--- config.mk ---
export PLATFORM = sky130hd
export DESIGN_NAME = ordered_bayer_dither_top_flat
export DESIGN_NICKNAME = d
export VERILOG_FILES = /design/src/obd_pkg.sv /design/src/obd_pix_if.sv /design/src/obd_res_if.sv /design/src/obd_offset.sv /design/src/obd_lane.sv /design/src/ordered_bayer_dither_top.sv /design/src/flat_wrapper.sv
export SDC_FILE = /design/constraint.sdc
export NUM_CORES = 1
export LEC_CHECK = 0
export ABC_AREA = 1
export BUFFER_PORTS_ARGS = -buffer_cell sky130_fd_sc_hd__buf_2
export CORE_UTILIZATION = 35
export DETAILED_ROUTE_END_ITERATION = 10
export GPL_TIMING_DRIVEN = 0
export PLACE_DENSITY = 0.61
export SKIP_LAST_GASP = 1
export SLEW_MARGIN = 10
export SYNTH_ARGS = -nofsm -noshare
export SYNTH_HDL_FRONTEND = slang
export SYNTH_SLANG_ARGS = --single-unit
--- constraint.sdc ---
create_clock -name i_clk -period 8.2 [get_ports i_clk]
set_input_delay 1.64 -clock i_clk [delete_from_list [all_inputs] [get_ports i_clk]]
set_output_delay 1.64 -clock i_clk [all_outputs]
set_load 0.01 [all_outputs]
--- src/obd_pkg.sv ---
`timescale 1ns / 1ps
`default_nettype none
// ----------------------------------------------------------------------------
// obd_pkg
// Shared types, constants and the Bayer threshold lookup for the ordered
// dither block.
// ----------------------------------------------------------------------------
package obd_pkg;

    localparam int TILE_SIZE    = 16;
    localparam int TILE_BITS    = $clog2(TILE_SIZE);
    localparam int MAX_CHANNELS = 4;
    localparam int MIN_CHANNELS = 3;
    localparam int CHAN_W       = 8;
    localparam int CFG_W        = 9;
    localparam int CFG_IDX_W    = 1;
    localparam int OFF_W        = 9;

    localparam logic [CFG_IDX_W-1:0] CFG_AMOUNT   = 1'd0;
    localparam logic [CFG_IDX_W-1:0] CFG_CHANNELS = 1'd1;

    // rounding constant and divisor of the offset scaling
    localparam logic [15:0] ROUND_ADD = 16'd127;
    localparam logic [8:0]  SCALE_DIV = 9'd255;
    localparam logic [7:0]  CHAN_MAX  = 8'd255;

    typedef logic [MAX_CHANNELS-1:0][CHAN_W-1:0] t_pixel;

    typedef struct packed {
        logic signed [OFF_W-1:0] offset;
        t_pixel                  pix;
    } t_stage;

    // Recursive 16x16 Bayer matrix: each level of the coordinates contributes
    // two value bits, (col ^ row) above row, lowest coordinate level on top.
    function automatic logic [7:0] bayer_value(
        input logic [TILE_BITS-1:0] row,
        input logic [TILE_BITS-1:0] col
    );
        logic [7:0] v;
        v = '0;
        for (int k = 0; k < TILE_BITS; k++) begin
            v[7-2*k] = col[k] ^ row[k];
            v[6-2*k] = row[k];
        end
        return v;
    endfunction

endpackage
`default_nettype wire

--- src/obd_pix_if.sv ---
`timescale 1ns / 1ps
`default_nettype none
// ----------------------------------------------------------------------------
// obd_pix_if
// Pixel request channel: valid/ready with four channels and line/frame marks.
// ----------------------------------------------------------------------------
interface obd_pix_if;
    logic       valid;
    logic       ready;
    logic [7:0] in_chan0;
    logic [7:0] in_chan1;
    logic [7:0] in_chan2;
    logic [7:0] in_chan3;
    logic       end_of_line;
    logic       end_of_frame;

    modport source (
        output valid, in_chan0, in_chan1, in_chan2, in_chan3, end_of_line, end_of_frame,
        input  ready
    );
    modport sink (
        input  valid, in_chan0, in_chan1, in_chan2, in_chan3, end_of_line, end_of_frame,
        output ready
    );
endinterface
`default_nettype wire

--- src/obd_res_if.sv ---
`timescale 1ns / 1ps
`default_nettype none
// ----------------------------------------------------------------------------
// obd_res_if
// Result request channel: valid/ready with four dithered channels.
// ----------------------------------------------------------------------------
interface obd_res_if;
    logic       valid;
    logic       ready;
    logic [7:0] out_chan0;
    logic [7:0] out_chan1;
    logic [7:0] out_chan2;
    logic [7:0] out_chan3;

    modport source (
        output valid, out_chan0, out_chan1, out_chan2, out_chan3,
        input  ready
    );
    modport sink (
        input  valid, out_chan0, out_chan1, out_chan2, out_chan3,
        output ready
    );
endinterface
`default_nettype wire

--- src/obd_offset.sv ---
`timescale 1ns / 1ps
`default_nettype none
// ----------------------------------------------------------------------------
// obd_offset
// Tile phase counters and a three-stage offset pipeline: threshold lookup,
// scale multiply, divide by 255 and centring. The pixel travels alongside.
// ----------------------------------------------------------------------------
module obd_offset (
    input  wire logic                 i_clk,
    input  wire logic                 i_rst_n,
    input  wire logic                 i_valid,
    output logic                      o_ready,
    input  wire obd_pkg::t_pixel      i_pix,
    input  wire logic                 i_eol,
    input  wire logic                 i_eof,
    input  wire logic [7:0]           i_amt_m1,
    input  wire logic                 i_adv,
    output logic                      o_valid,
    output obd_pkg::t_stage           o_stage
);

    logic [obd_pkg::TILE_BITS-1:0] r_col;
    logic [obd_pkg::TILE_BITS-1:0] r_row;

    logic                          r_v1, r_v2, r_v3;
    logic [7:0]                    r_b1, r_a1;
    obd_pkg::t_pixel               r_pix1, r_pix2, r_pix3;
    logic [15:0]                   r_x2;
    logic [6:0]                    r_ah2;
    logic signed [obd_pkg::OFF_W-1:0] r_off3;

    logic        en1, en2, en3, acc;
    logic [15:0] n_x2;
    logic [7:0]  q0;
    logic [8:0]  rem;
    logic [7:0]  n_q;

    assign en3     = !r_v3 || i_adv;
    assign en2     = !r_v2 || en3;
    assign en1     = !r_v1 || en2;
    assign o_ready = en1;
    assign acc     = i_valid && en1;

    // phases advance once per accepted pixel
    always_ff @(posedge i_clk) begin
        if (!i_rst_n) begin
            r_col <= '0;
            r_row <= '0;
        end else if (acc) begin
            if (i_eof) begin
                r_col <= '0;
                r_row <= '0;
            end else if (i_eol) begin
                r_col <= '0;
                r_row <= r_row + 1'b1;
            end else begin
                r_col <= r_col + 1'b1;
            end
        end
    end

    always_ff @(posedge i_clk) begin
        if (!i_rst_n) begin
            r_v1 <= 1'b0;
            r_v2 <= 1'b0;
            r_v3 <= 1'b0;
        end else begin
            if (en1) r_v1 <= i_valid;
            if (en2) r_v2 <= r_v1;
            if (en3) r_v3 <= r_v2;
        end
    end

    // x / 255 with x <= 255*255 + 127: x>>8 undershoots by at most one, and the
    // remainder stays below twice the divisor
    assign n_x2 = 16'(r_b1 * r_a1) + obd_pkg::ROUND_ADD;
    assign q0   = r_x2[15:8];
    assign rem  = {1'b0, r_x2[7:0]} + {1'b0, q0};
    assign n_q  = (rem >= obd_pkg::SCALE_DIV) ? q0 + 8'd1 : q0;

    always_ff @(posedge i_clk) begin
        if (en1) begin
            r_b1   <= obd_pkg::bayer_value(r_row, r_col);
            r_a1   <= i_amt_m1;
            r_pix1 <= i_pix;
        end
        if (en2) begin
            r_x2   <= n_x2;
            r_ah2  <= r_a1[7:1];
            r_pix2 <= r_pix1;
        end
        if (en3) begin
            r_off3 <= $signed({1'b0, n_q}) - $signed({2'b00, r_ah2});
            r_pix3 <= r_pix2;
        end
    end

    assign o_valid        = r_v3;
    assign o_stage.offset = r_off3;
    assign o_stage.pix    = r_pix3;

    a_eof_clears: assert property (@(posedge i_clk) disable iff (!i_rst_n)
        acc && i_eof |=> r_col == '0 && r_row == '0)
        else $error("phases not cleared at end of frame");

    a_eol_row: assert property (@(posedge i_clk) disable iff (!i_rst_n)
        acc && i_eol && !i_eof |=> r_col == '0 && r_row == $past(r_row) + 1'b1)
        else $error("row phase did not advance at end of line");

    a_stage_hold: assert property (@(posedge i_clk) disable iff (!i_rst_n)
        r_v3 && !i_adv |=> r_v3 && $stable(r_off3))
        else $error("last offset stage lost its item while stalled");

endmodule
`default_nettype wire

--- src/obd_lane.sv ---
`timescale 1ns / 1ps
`default_nettype none
// ----------------------------------------------------------------------------
// obd_lane
// One channel lane: add the offset and saturate to 0..255, or pass the value
// through when the channel is not dithered.
// ----------------------------------------------------------------------------
module obd_lane (
    input  wire logic                          i_active,
    input  wire logic [7:0]                    i_val,
    input  wire logic signed [obd_pkg::OFF_W-1:0] i_off,
    output logic [7:0]                         o_val
);

    logic signed [obd_pkg::OFF_W:0] sum;

    assign sum = $signed({2'b00, i_val}) + $signed({i_off[obd_pkg::OFF_W-1], i_off});

    always_comb begin
        if (!i_active) begin
            o_val = i_val;
        end else if (sum < 0) begin
            o_val = '0;
        end else if (sum > $signed({2'b00, obd_pkg::CHAN_MAX})) begin
            o_val = obd_pkg::CHAN_MAX;
        end else begin
            o_val = sum[7:0];
        end
    end

endmodule
`default_nettype wire

--- src/ordered_bayer_dither_top.sv ---
`timescale 1ns / 1ps
`default_nettype none
// An accepted pixel passes the obd_offset stages and the output register to o_res.
// Throughput: one pixel per cycle; ready drops only when the output
// register holds a result that is not taken and every stage behind it is full.
// Reset (synchronous, active low) clears the tile phases, all stage valid
// bits and the output valid bit; amount returns to 1 and channels to 3.
// ----------------------------------------------------------------------------
// ordered_bayer_dither_top
// 16x16 ordered dither of a raster pixel stream: offset pipeline, four
// channel lanes and a merging output register.
// ----------------------------------------------------------------------------
module ordered_bayer_dither_top (
    input  wire logic                            i_clk,
    input  wire logic                            i_rst_n,
    input  wire logic                            i_cfg_we,
    input  wire logic [obd_pkg::CFG_IDX_W-1:0]   i_cfg_idx,
    input  wire logic [obd_pkg::CFG_W-1:0]       i_cfg_data,
    obd_pix_if.sink                              i_pix,
    obd_res_if.source                            o_res
);

    logic [7:0]       r_amt_m1;
    logic             r_four;
    logic             r_vo;
    obd_pkg::t_pixel  r_res;

    logic             en_out;
    logic             w_valid;
    obd_pkg::t_stage  w_stage;
    obd_pkg::t_pixel  w_pix_in;
    obd_pkg::t_pixel  w_lane;
    logic [obd_pkg::MAX_CHANNELS-1:0] w_act;

    // amount register stores amount-1, clamped to 0..255
    always_ff @(posedge i_clk) begin
        if (!i_rst_n) begin
            r_amt_m1 <= '0;
            r_four   <= 1'b0;
        end else if (i_cfg_we) begin
            case (i_cfg_idx)
                obd_pkg::CFG_AMOUNT: begin
                    if (i_cfg_data == '0)
                        r_amt_m1 <= '0;
                    else if (i_cfg_data[8])
                        r_amt_m1 <= 8'hFF;
                    else
                        r_amt_m1 <= i_cfg_data[7:0] - 8'd1;
                end
                obd_pkg::CFG_CHANNELS: begin
                    r_four <= i_cfg_data[2:0] inside {[3'd4:3'd7]};
                end
                default: begin
                end
            endcase
        end
    end

    assign w_pix_in[0] = i_pix.in_chan0;
    assign w_pix_in[1] = i_pix.in_chan1;
    assign w_pix_in[2] = i_pix.in_chan2;
    assign w_pix_in[3] = i_pix.in_chan3;

    assign en_out = !r_vo || o_res.ready;

    obd_offset u_offset (
        .i_clk    (i_clk),
        .i_rst_n  (i_rst_n),
        .i_valid  (i_pix.valid),
        .o_ready  (i_pix.ready),
        .i_pix    (w_pix_in),
        .i_eol    (i_pix.end_of_line),
        .i_eof    (i_pix.end_of_frame),
        .i_amt_m1 (r_amt_m1),
        .i_adv    (en_out),
        .o_valid  (w_valid),
        .o_stage  (w_stage)
    );

    for (genvar g = 0; g < obd_pkg::MAX_CHANNELS; g++) begin : g_lane
        assign w_act[g] = (g < obd_pkg::MIN_CHANNELS) ? 1'b1 : r_four;
        obd_lane u_lane (
            .i_active (w_act[g]),
            .i_val    (w_stage.pix[g]),
            .i_off    (w_stage.offset),
            .o_val    (w_lane[g])
        );
    end

    // merge the lanes into the output register
    always_ff @(posedge i_clk) begin
        if (!i_rst_n) begin
            r_vo <= 1'b0;
        end else if (en_out) begin
            r_vo <= w_valid;
        end
    end

    always_ff @(posedge i_clk) begin
        if (en_out) r_res <= w_lane;
    end

    assign o_res.valid     = r_vo;
    assign o_res.out_chan0 = r_res[0];
    assign o_res.out_chan1 = r_res[1];
    assign o_res.out_chan2 = r_res[2];
    assign o_res.out_chan3 = r_res[3];

    a_amt_zero: assert property (@(posedge i_clk) disable iff (!i_rst_n)
        i_cfg_we && i_cfg_idx == obd_pkg::CFG_AMOUNT && i_cfg_data == '0
        |=> r_amt_m1 == '0)
        else $error("amount zero not treated as one");

    a_amt_sat: assert property (@(posedge i_clk) disable iff (!i_rst_n)
        i_cfg_we && i_cfg_idx == obd_pkg::CFG_AMOUNT && i_cfg_data[8]
        |=> r_amt_m1 == 8'hFF)
        else $error("amount above 256 not saturated");

    a_pass_fourth: assert property (@(posedge i_clk) disable iff (!i_rst_n)
        w_valid && !r_four |-> w_lane[3] == w_stage.pix[3])
        else $error("fourth channel altered with three channels active");

endmodule
`default_nettype wire
--- src/flat_wrapper.sv ---
// flat-port wrapper written by rule: the top's interface ports become plain ports
module ordered_bayer_dither_top_flat 
  (i_clk, i_rst_n, i_cfg_we, i_cfg_idx, i_cfg_data, i_pix_valid, i_pix_in_chan0, i_pix_in_chan1, i_pix_in_chan2, i_pix_in_chan3, i_pix_end_of_line, i_pix_end_of_frame, i_pix_ready, o_res_valid, o_res_out_chan0, o_res_out_chan1, o_res_out_chan2, o_res_out_chan3, o_res_ready);
  obd_pix_if i_pix_i ();
  obd_res_if o_res_i ();
  input  wire logic i_clk;
  input  wire logic i_rst_n;
  input  wire logic i_cfg_we;
  input  wire logic [obd_pkg::CFG_IDX_W-1:0] i_cfg_idx;
  input  wire logic [obd_pkg::CFG_W-1:0] i_cfg_data;
  input wire logic [$bits(i_pix_i.valid)-1:0] i_pix_valid;
  input wire logic [$bits(i_pix_i.in_chan0)-1:0] i_pix_in_chan0;
  input wire logic [$bits(i_pix_i.in_chan1)-1:0] i_pix_in_chan1;
  input wire logic [$bits(i_pix_i.in_chan2)-1:0] i_pix_in_chan2;
  input wire logic [$bits(i_pix_i.in_chan3)-1:0] i_pix_in_chan3;
  input wire logic [$bits(i_pix_i.end_of_line)-1:0] i_pix_end_of_line;
  input wire logic [$bits(i_pix_i.end_of_frame)-1:0] i_pix_end_of_frame;
  output wire logic [$bits(i_pix_i.ready)-1:0] i_pix_ready;
  output wire logic [$bits(o_res_i.valid)-1:0] o_res_valid;
  output wire logic [$bits(o_res_i.out_chan0)-1:0] o_res_out_chan0;
  output wire logic [$bits(o_res_i.out_chan1)-1:0] o_res_out_chan1;
  output wire logic [$bits(o_res_i.out_chan2)-1:0] o_res_out_chan2;
  output wire logic [$bits(o_res_i.out_chan3)-1:0] o_res_out_chan3;
  input wire logic [$bits(o_res_i.ready)-1:0] o_res_ready;
  assign i_pix_i.valid = i_pix_valid;
  assign i_pix_i.in_chan0 = i_pix_in_chan0;
  assign i_pix_i.in_chan1 = i_pix_in_chan1;
  assign i_pix_i.in_chan2 = i_pix_in_chan2;
  assign i_pix_i.in_chan3 = i_pix_in_chan3;
  assign i_pix_i.end_of_line = i_pix_end_of_line;
  assign i_pix_i.end_of_frame = i_pix_end_of_frame;
  assign i_pix_ready = i_pix_i.ready;
  assign o_res_valid = o_res_i.valid;
  assign o_res_out_chan0 = o_res_i.out_chan0;
  assign o_res_out_chan1 = o_res_i.out_chan1;
  assign o_res_out_chan2 = o_res_i.out_chan2;
  assign o_res_out_chan3 = o_res_i.out_chan3;
  assign o_res_i.ready = o_res_ready;
  ordered_bayer_dither_top u_core (.i_clk(i_clk), .i_rst_n(i_rst_n), .i_cfg_we(i_cfg_we), .i_cfg_idx(i_cfg_idx), .i_cfg_data(i_cfg_data), .i_pix(i_pix_i), .o_res(o_res_i));
endmodule
### Word-level counts from Yosys, hierarchy flattened

Index checks and enable logic that the tools add are counted.

| word-level totals | value |
|---|---|
| bits in registers | 197 |
| latch bits | 0 |
| bits in writable memories | 0 |
| ROM bits | 0 |
| input port bits | 49 |
| output and inout port bits | 34 |
| memories | 0 |

| cells by class | value |
|---|---|
| $add $sub $neg | 11 |
| multiply operators | 1 |
| divide/modulo/power cells | 0 |
| order comparisons | 11 |
| equal/unequal tests | 0 |
| shifts and indexed selects | 0 |
| multiplexer cells | 13 |
| bitwise logic cells | 5 |
| reductions and logical operators | 15 |

Operators with widths:

| kind | count |
|---|---|
| $mux 8 | 9 |
| $add 9x9->10 | 4 |
| $gt 10x9->1 const B | 4 |
| $lt 10x1->1 const B | 4 |
| $add 16x7->16 const B | 1 |
| $mul 8x8->16 | 1 |
| $mux 4 | 4 |
| $add 8x8->9 | 1 |
| $ge 9x8->1 const B | 1 |
| $logic_not 9->1 | 1 |
| $sub 8x7->9 | 1 |
| $add 4x1->4 const B | 2 |
| $add 8x1->8 const B | 1 |
| $sub 8x1->8 const B | 1 |
| $reduce_and 2->1 | 3 |
| $logic_not 1->1 | 4 |
| $logic_or 1x1->1 | 4 |
| $xor 1x1->1 | 4 |
| $ge 3x3->1 const B | 1 |
| $le 3x3->1 const B | 1 |
| $logic_and 1x1->1 | 2 |
| $reduce_bool 2->1 | 1 |
| $not 1->1 | 1 |

### Longest topological paths before layout

| logic depth | value |
|---|---|
| depth after elaboration | 7 |
| depth in mapped cells | 26 |
| depth with buffers taken out | 26 |

### Cells and area by module

A second synthesis with hierarchy kept.

| unflattened totals | value |
|---|---|
| cells, all modules | 1322 |
| area, all modules | 12346.8 um2 |

Modules (own cells, without submodules):

| module | instances | cells each | area each (um2) | seq. area each (um2) |
|---|---|---|---|---|
| obd_offset | 1 | 679 | 8051.5 | 4544.4 |
| obd_lane (u_core.g_lane[0].u_lane ...) | 3 | 130 | 678.2 | 0.0 |
| ordered_bayer_dither_top | 1 | 123 | 1549.0 | 1161.1 |
| obd_lane (u_core.g_lane[2].u_lane) | 1 | 130 | 711.9 | 0.0 |

### Worst setup path before layout

Ideal clock, no wire load.

| path | value |
|---|---|
| kind | input to output |
| start | in o_res_ready |
| end | out i_pix_ready |
| data arrival time | 3.387 ns |
| path slack | 3.173 ns |
| stages on the path | 4 |
| path buffers | 0 |
| cells stage by stage | inv_1 -> nand2_1 -> nor2_2 -> nand3_2 |

| between the ends | value |
|---|---|
| cells in the longest elaborated chain, start to end | 4 |

Ends and longest elaborated chain:

| what | line | text |
|---|---|---|
| from (decl) | flat_wrapper.sv:24 | `input wire logic [$bits(o_res_i.ready)-1:0] o_res_ready;` |
| $logic_or 1x1->1 | ordered_bayer_dither_top.sv:64 | `assign en_out = !r_vo \|\| o_res.ready;` |
| via u_core.en_out | ordered_bayer_dither_top.sv:28 | `logic en_out;` |
| $logic_or 1x1->1 | obd_offset.sv:38 | `assign en3 = !r_v3 \|\| i_adv;` |
| $logic_or 1x1->1 | obd_offset.sv:39 | `assign en2 = !r_v2 \|\| en3;` |
| $logic_or 1x1->1 | obd_offset.sv:40 | `assign en1 = !r_v1 \|\| en2;` |
| to (decl) | flat_wrapper.sv:18 | `output wire logic [$bits(i_pix_i.ready)-1:0] i_pix_ready;` |

The timed path passes the listed nets, and every way through them passes these cells.

### Worst setup path after layout

Same ends and word-level chain as after synthesis.

==> impl_metrics.toml <==
[status]
status = "complete, no violations"

[clock_tree]
cts_buffers = 17
cts.sinks = 197
cts_htree_levels = 4
clk-insertion-delay-late_ps = 450
cts_tree = "yes"
cts_root_buffer = "clkbuf_16"
holdBufCountCts = 0
ctsLongestPathBuffers = 2
postCtsSetupRepairBufs = 0
ctsResizeCount = 0
clkTransAtPathRegs_ps = 80

[sta]
clock.fmax_ghz = 0.1854
finalMaxSlewViolations = 0
layout_min_cycle_time_ps = 5395
setup_violations = 0
hold_viol = 0
finalCritPeriodShare = 0.6580
worstMarginPinSlew_ps = 797.4
relSlewSlack = 0.4665
skew_ps = 10.09
setup_tns_ps = 0
rsz0062_at_grt = "no"

[die]
rows = 65
io_pins = 83
dieHeight_um = 182.5
coreArea_mm2 = 0.03180
start_util = 0.3588
die_area_mm2 = 0.03332
die-width_um = 182.5

[power_and_ir_drop]
power.switching_mw = 1.148
p_int_mw = 2.167
swShare = 0.3462
clkPwrFrac = 0.253
p_seq_frac = 0.413
p_per_area_mw_per_mm2 = 254.9
p_comb_frac = 0.334
p_leak_nw = 6.219
ir_worst_vdd_uv = 161.0

[synth]
ys_seq_area_frac = 0.5001
syn_nets = 1289
ys_ff_latch = 197
ys_warn_count = 0
netlist_area_mm2 = 0.01141
synth_cell_types = 43
synth_area_per_cell_um2 = 10.32
synthCells = 1105

[setup_path]
start_kind = "primary input"
critPathKind = "in2out"
crit_start = "o_res_ready"
cp.arrival_ps = 3760
cp_data_required_time_ps = 6560
end_kind = "output pin"
crit_fanout = 51
rr_startpoint = "u_core.u_offset.r_b1[3]"

[grt]
track_usage = 0.1359
antenna_found_initial = 0
grt_pass1_vias = 7388
overflow = 0
grt_pass1_wl_um = 35420
grt_max_degree = 57

[finish]
nNetsFinal = 1391
antennaDiodeCount = 0
drive_gt1_frac = 0.1262
stdcell_count = 1655
syn2layout_area_growth_pct = 13.98

[place]
gp_congestion = 0.8684
place.port_buffers = 82
dp_hpwl_um = 16280
post-place-cells = 1623

[detailed_routing]
drc = 0
drt-vias-per-instance = 4.523
postRouteAntennaNets = 0
drt_iter0_markers = 434
wl_per_cell_um = 12.76
routed_wl_um = 21130
drt-pass1-iter-count = 5
vias = 7486

[job]
maxCapViolCount = 0

[hold_path]
min_from = "u_core.u_offset.r_pix1[29]"
hold_path.class = "reg2reg"
==> power by group through the flow <==
stage | Combinational, mW | Clock (mW) | Sequential (mW)
4_1_cts | 1.11 | 0.860 | 1.37
3_5_place_dp | 1.11 | 0 | 1.40
3_3_place_gp | 1.09 | 0 | 1.39
6_report | 1.11 | 0.839 | 1.37
2_1_floorplan | 0.825 | 0 | 1.39
5_1_grt | 1.27 | 0.897 | 1.39
==> kinds of logic after synthesis <==
| family | Yosys count | synth area share |
|---|---|---|
| compound gates | 131 | 0.06515 |
| xor+xnor | 58 | 0.04650 |
| fa+ha+maj | 135 | 0.1796 |
| buf+inv | 228 | 0.07666 |
| flops | 197 | 0.5001 |
| simple gates | 356 | 0.1319 |
==> registers in the layout (all words and copies together), names as in the netlist, 4 cells and up <==
register	cells
u_core.u_offset.r_off3	9
u_core.o_res.out_chan2	8
u_core.u_offset.r_b1	8
u_core.o_res.out_chan1	8
u_core.u_offset.o_stage	32
u_core.o_res.out_chan0	8
u_core.o_res.out_chan3	8
u_core.r_amt_m1	8
u_core.u_offset.r_ah2	7
u_core.u_offset.r_pix2	32
u_core.u_offset.r_col	4
u_core.u_offset.r_row	4
u_core.u_offset.r_pix1	32
u_core.u_offset.r_a1	8
u_core.u_offset.r_x2	16
==> placed cells by master, fill, tap and decap left out, types with 3 or more instances in the layout <==
cell type | synthesis | final
a21oi_1 | 73 | 73
a31oi_1 | 3 | 3
buf_2 | 2 | 84
clkbuf_1 | 16 | 16
clkbuf_16 | 0 | 17
dfxtp_1 | 21 | 21
edfxtp_1 | 176 | 176
fa_1 | 48 | 48
ha_1 | 87 | 87
inv_1 | 205 | 204
inv_2 | 4 | 5
inv_6 | 0 | 4
inv_8 | 0 | 5
nand2_1 | 233 | 231
nand2_2 | 7 | 8
nand3_1 | 44 | 44
nand3b_1 | 3 | 3
nand4_1 | 10 | 10
nor2_1 | 40 | 40
nor3_1 | 7 | 7
o21ai_0 | 30 | 30
o21ai_2 | 7 | 7
or2_1 | 3 | 3
xnor2_1 | 17 | 17
xor2_1 | 38 | 38
xor2_2 | 3 | 3
==> cells in the mapped netlist <==
master / instances / area [um^2]
o211ai_1: 2 / 15.01
dfxtp_1: 21 / 420.4
ha_1: 87 / 1089
a21boi_0: 1 / 7.510
clkbuf_1: 16 / 60.06
o21ai_0: 30 / 150.1
a21oi_1: 73 / 365.4
edfxtp_1: 176 / 5285
o21ai_2: 7 / 61.31
nor3_1: 7 / 35.03
o21a_1: 1 / 7.510
or2_1: 3 / 18.77
o21bai_1: 2 / 15.01
inv_1: 205 / 769.5
o31ai_1: 1 / 7.510
xor2_1: 38 / 332.8
fa_1: 48 / 960.9
nand3b_1: 3 / 22.52
o211ai_2: 1 / 12.51
a41oi_1: 1 / 8.760
a21oi_4: 1 / 16.27
a31o_2: 1 / 8.760
nor2_4: 1 / 11.26
nand2_4: 1 / 11.26
nand2_2: 7 / 43.79
buf_2: 2 / 10.01
xnor2_1: 17 / 148.9
nand2_1: 233 / 874.6
o311ai_0: 1 / 8.760
xor2_2: 3 / 48.80
or2_2: 2 / 12.51
nor2_2: 2 / 12.51
a21o_1: 2 / 15.01
nand3_1: 44 / 220.2
nor2_1: 40 / 150.1
a211oi_1: 1 / 7.510
inv_2: 4 / 15.01
a31oi_1: 3 / 18.77
nand3_2: 3 / 30.03
a21boi_1: 1 / 7.510
buf_12: 1 / 20.02
nand4_1: 10 / 62.56
o21ai_1: 2 / 10.01
==> critical path: stages <==
cell     delay (ps)
buf_2            90
inv_1            50
nand2_2         430
nor2_2          480
nand3_4         670
buf_2           380
==> routing by layer <==
| metal | track usage | part of all wire | wire [um] | vias up |
|---|---|---|---|---|
| li1 | - | - | - | 3809 |
| met1 | 0.1652 | 0.45 | 9580 | 3510 |
| met2 | 0.2417 | 0.50 | 10490 | 142 |
| met3 | 0.02295 | 0.033 | 703 | 25 |
| met4 | 0.04773 | 0.017 | 351 | 0 |
| met5 | 0 | 0 | 0 | - |
==> area by class of cell <==
class	instances	area, um^2
Fill cell	3058	18800
Timing Repair Buffer	83	430.4
Buffer	19	90.09
Multi-Input combinational cell	680	4846
Clock buffer	17	425.4
Inverter	209	784.5
Tap cell	435	544.3
Sequential cell	197	5705
Clock inverter	15	177.7
==> through the flow <==
step	hold slack (ps)	cell area [um^2]	worst slack [ps]	total power, mW	utilization
final	418.5	13000	2805	3.315	0.4089
after CTS	417.7	13000	2705	3.347	0.4089
after detailed placement	404.5	12400	2705	2.501	0.3900
after floorplan	400.3	11410	3173	2.216	-
after global placement	400.2	12360	1819	2.480	0.3888
after global routing	421.3	13000	2560	3.555	0.4089
==> path summary, 6_finish.rpt <==
kind	endpoint	slack (ps)	cells past startpoint
min	u_core.u_offset.r_pix2[29]	420	0
min reg2reg	u_core.u_offset.r_pix2[29]	420	0
max reg2reg	u_core.u_offset.r_x2[12]	3640	18
max	i_pix_ready	2800	6
Note: power is estimated with default switching activity, not from simulation.
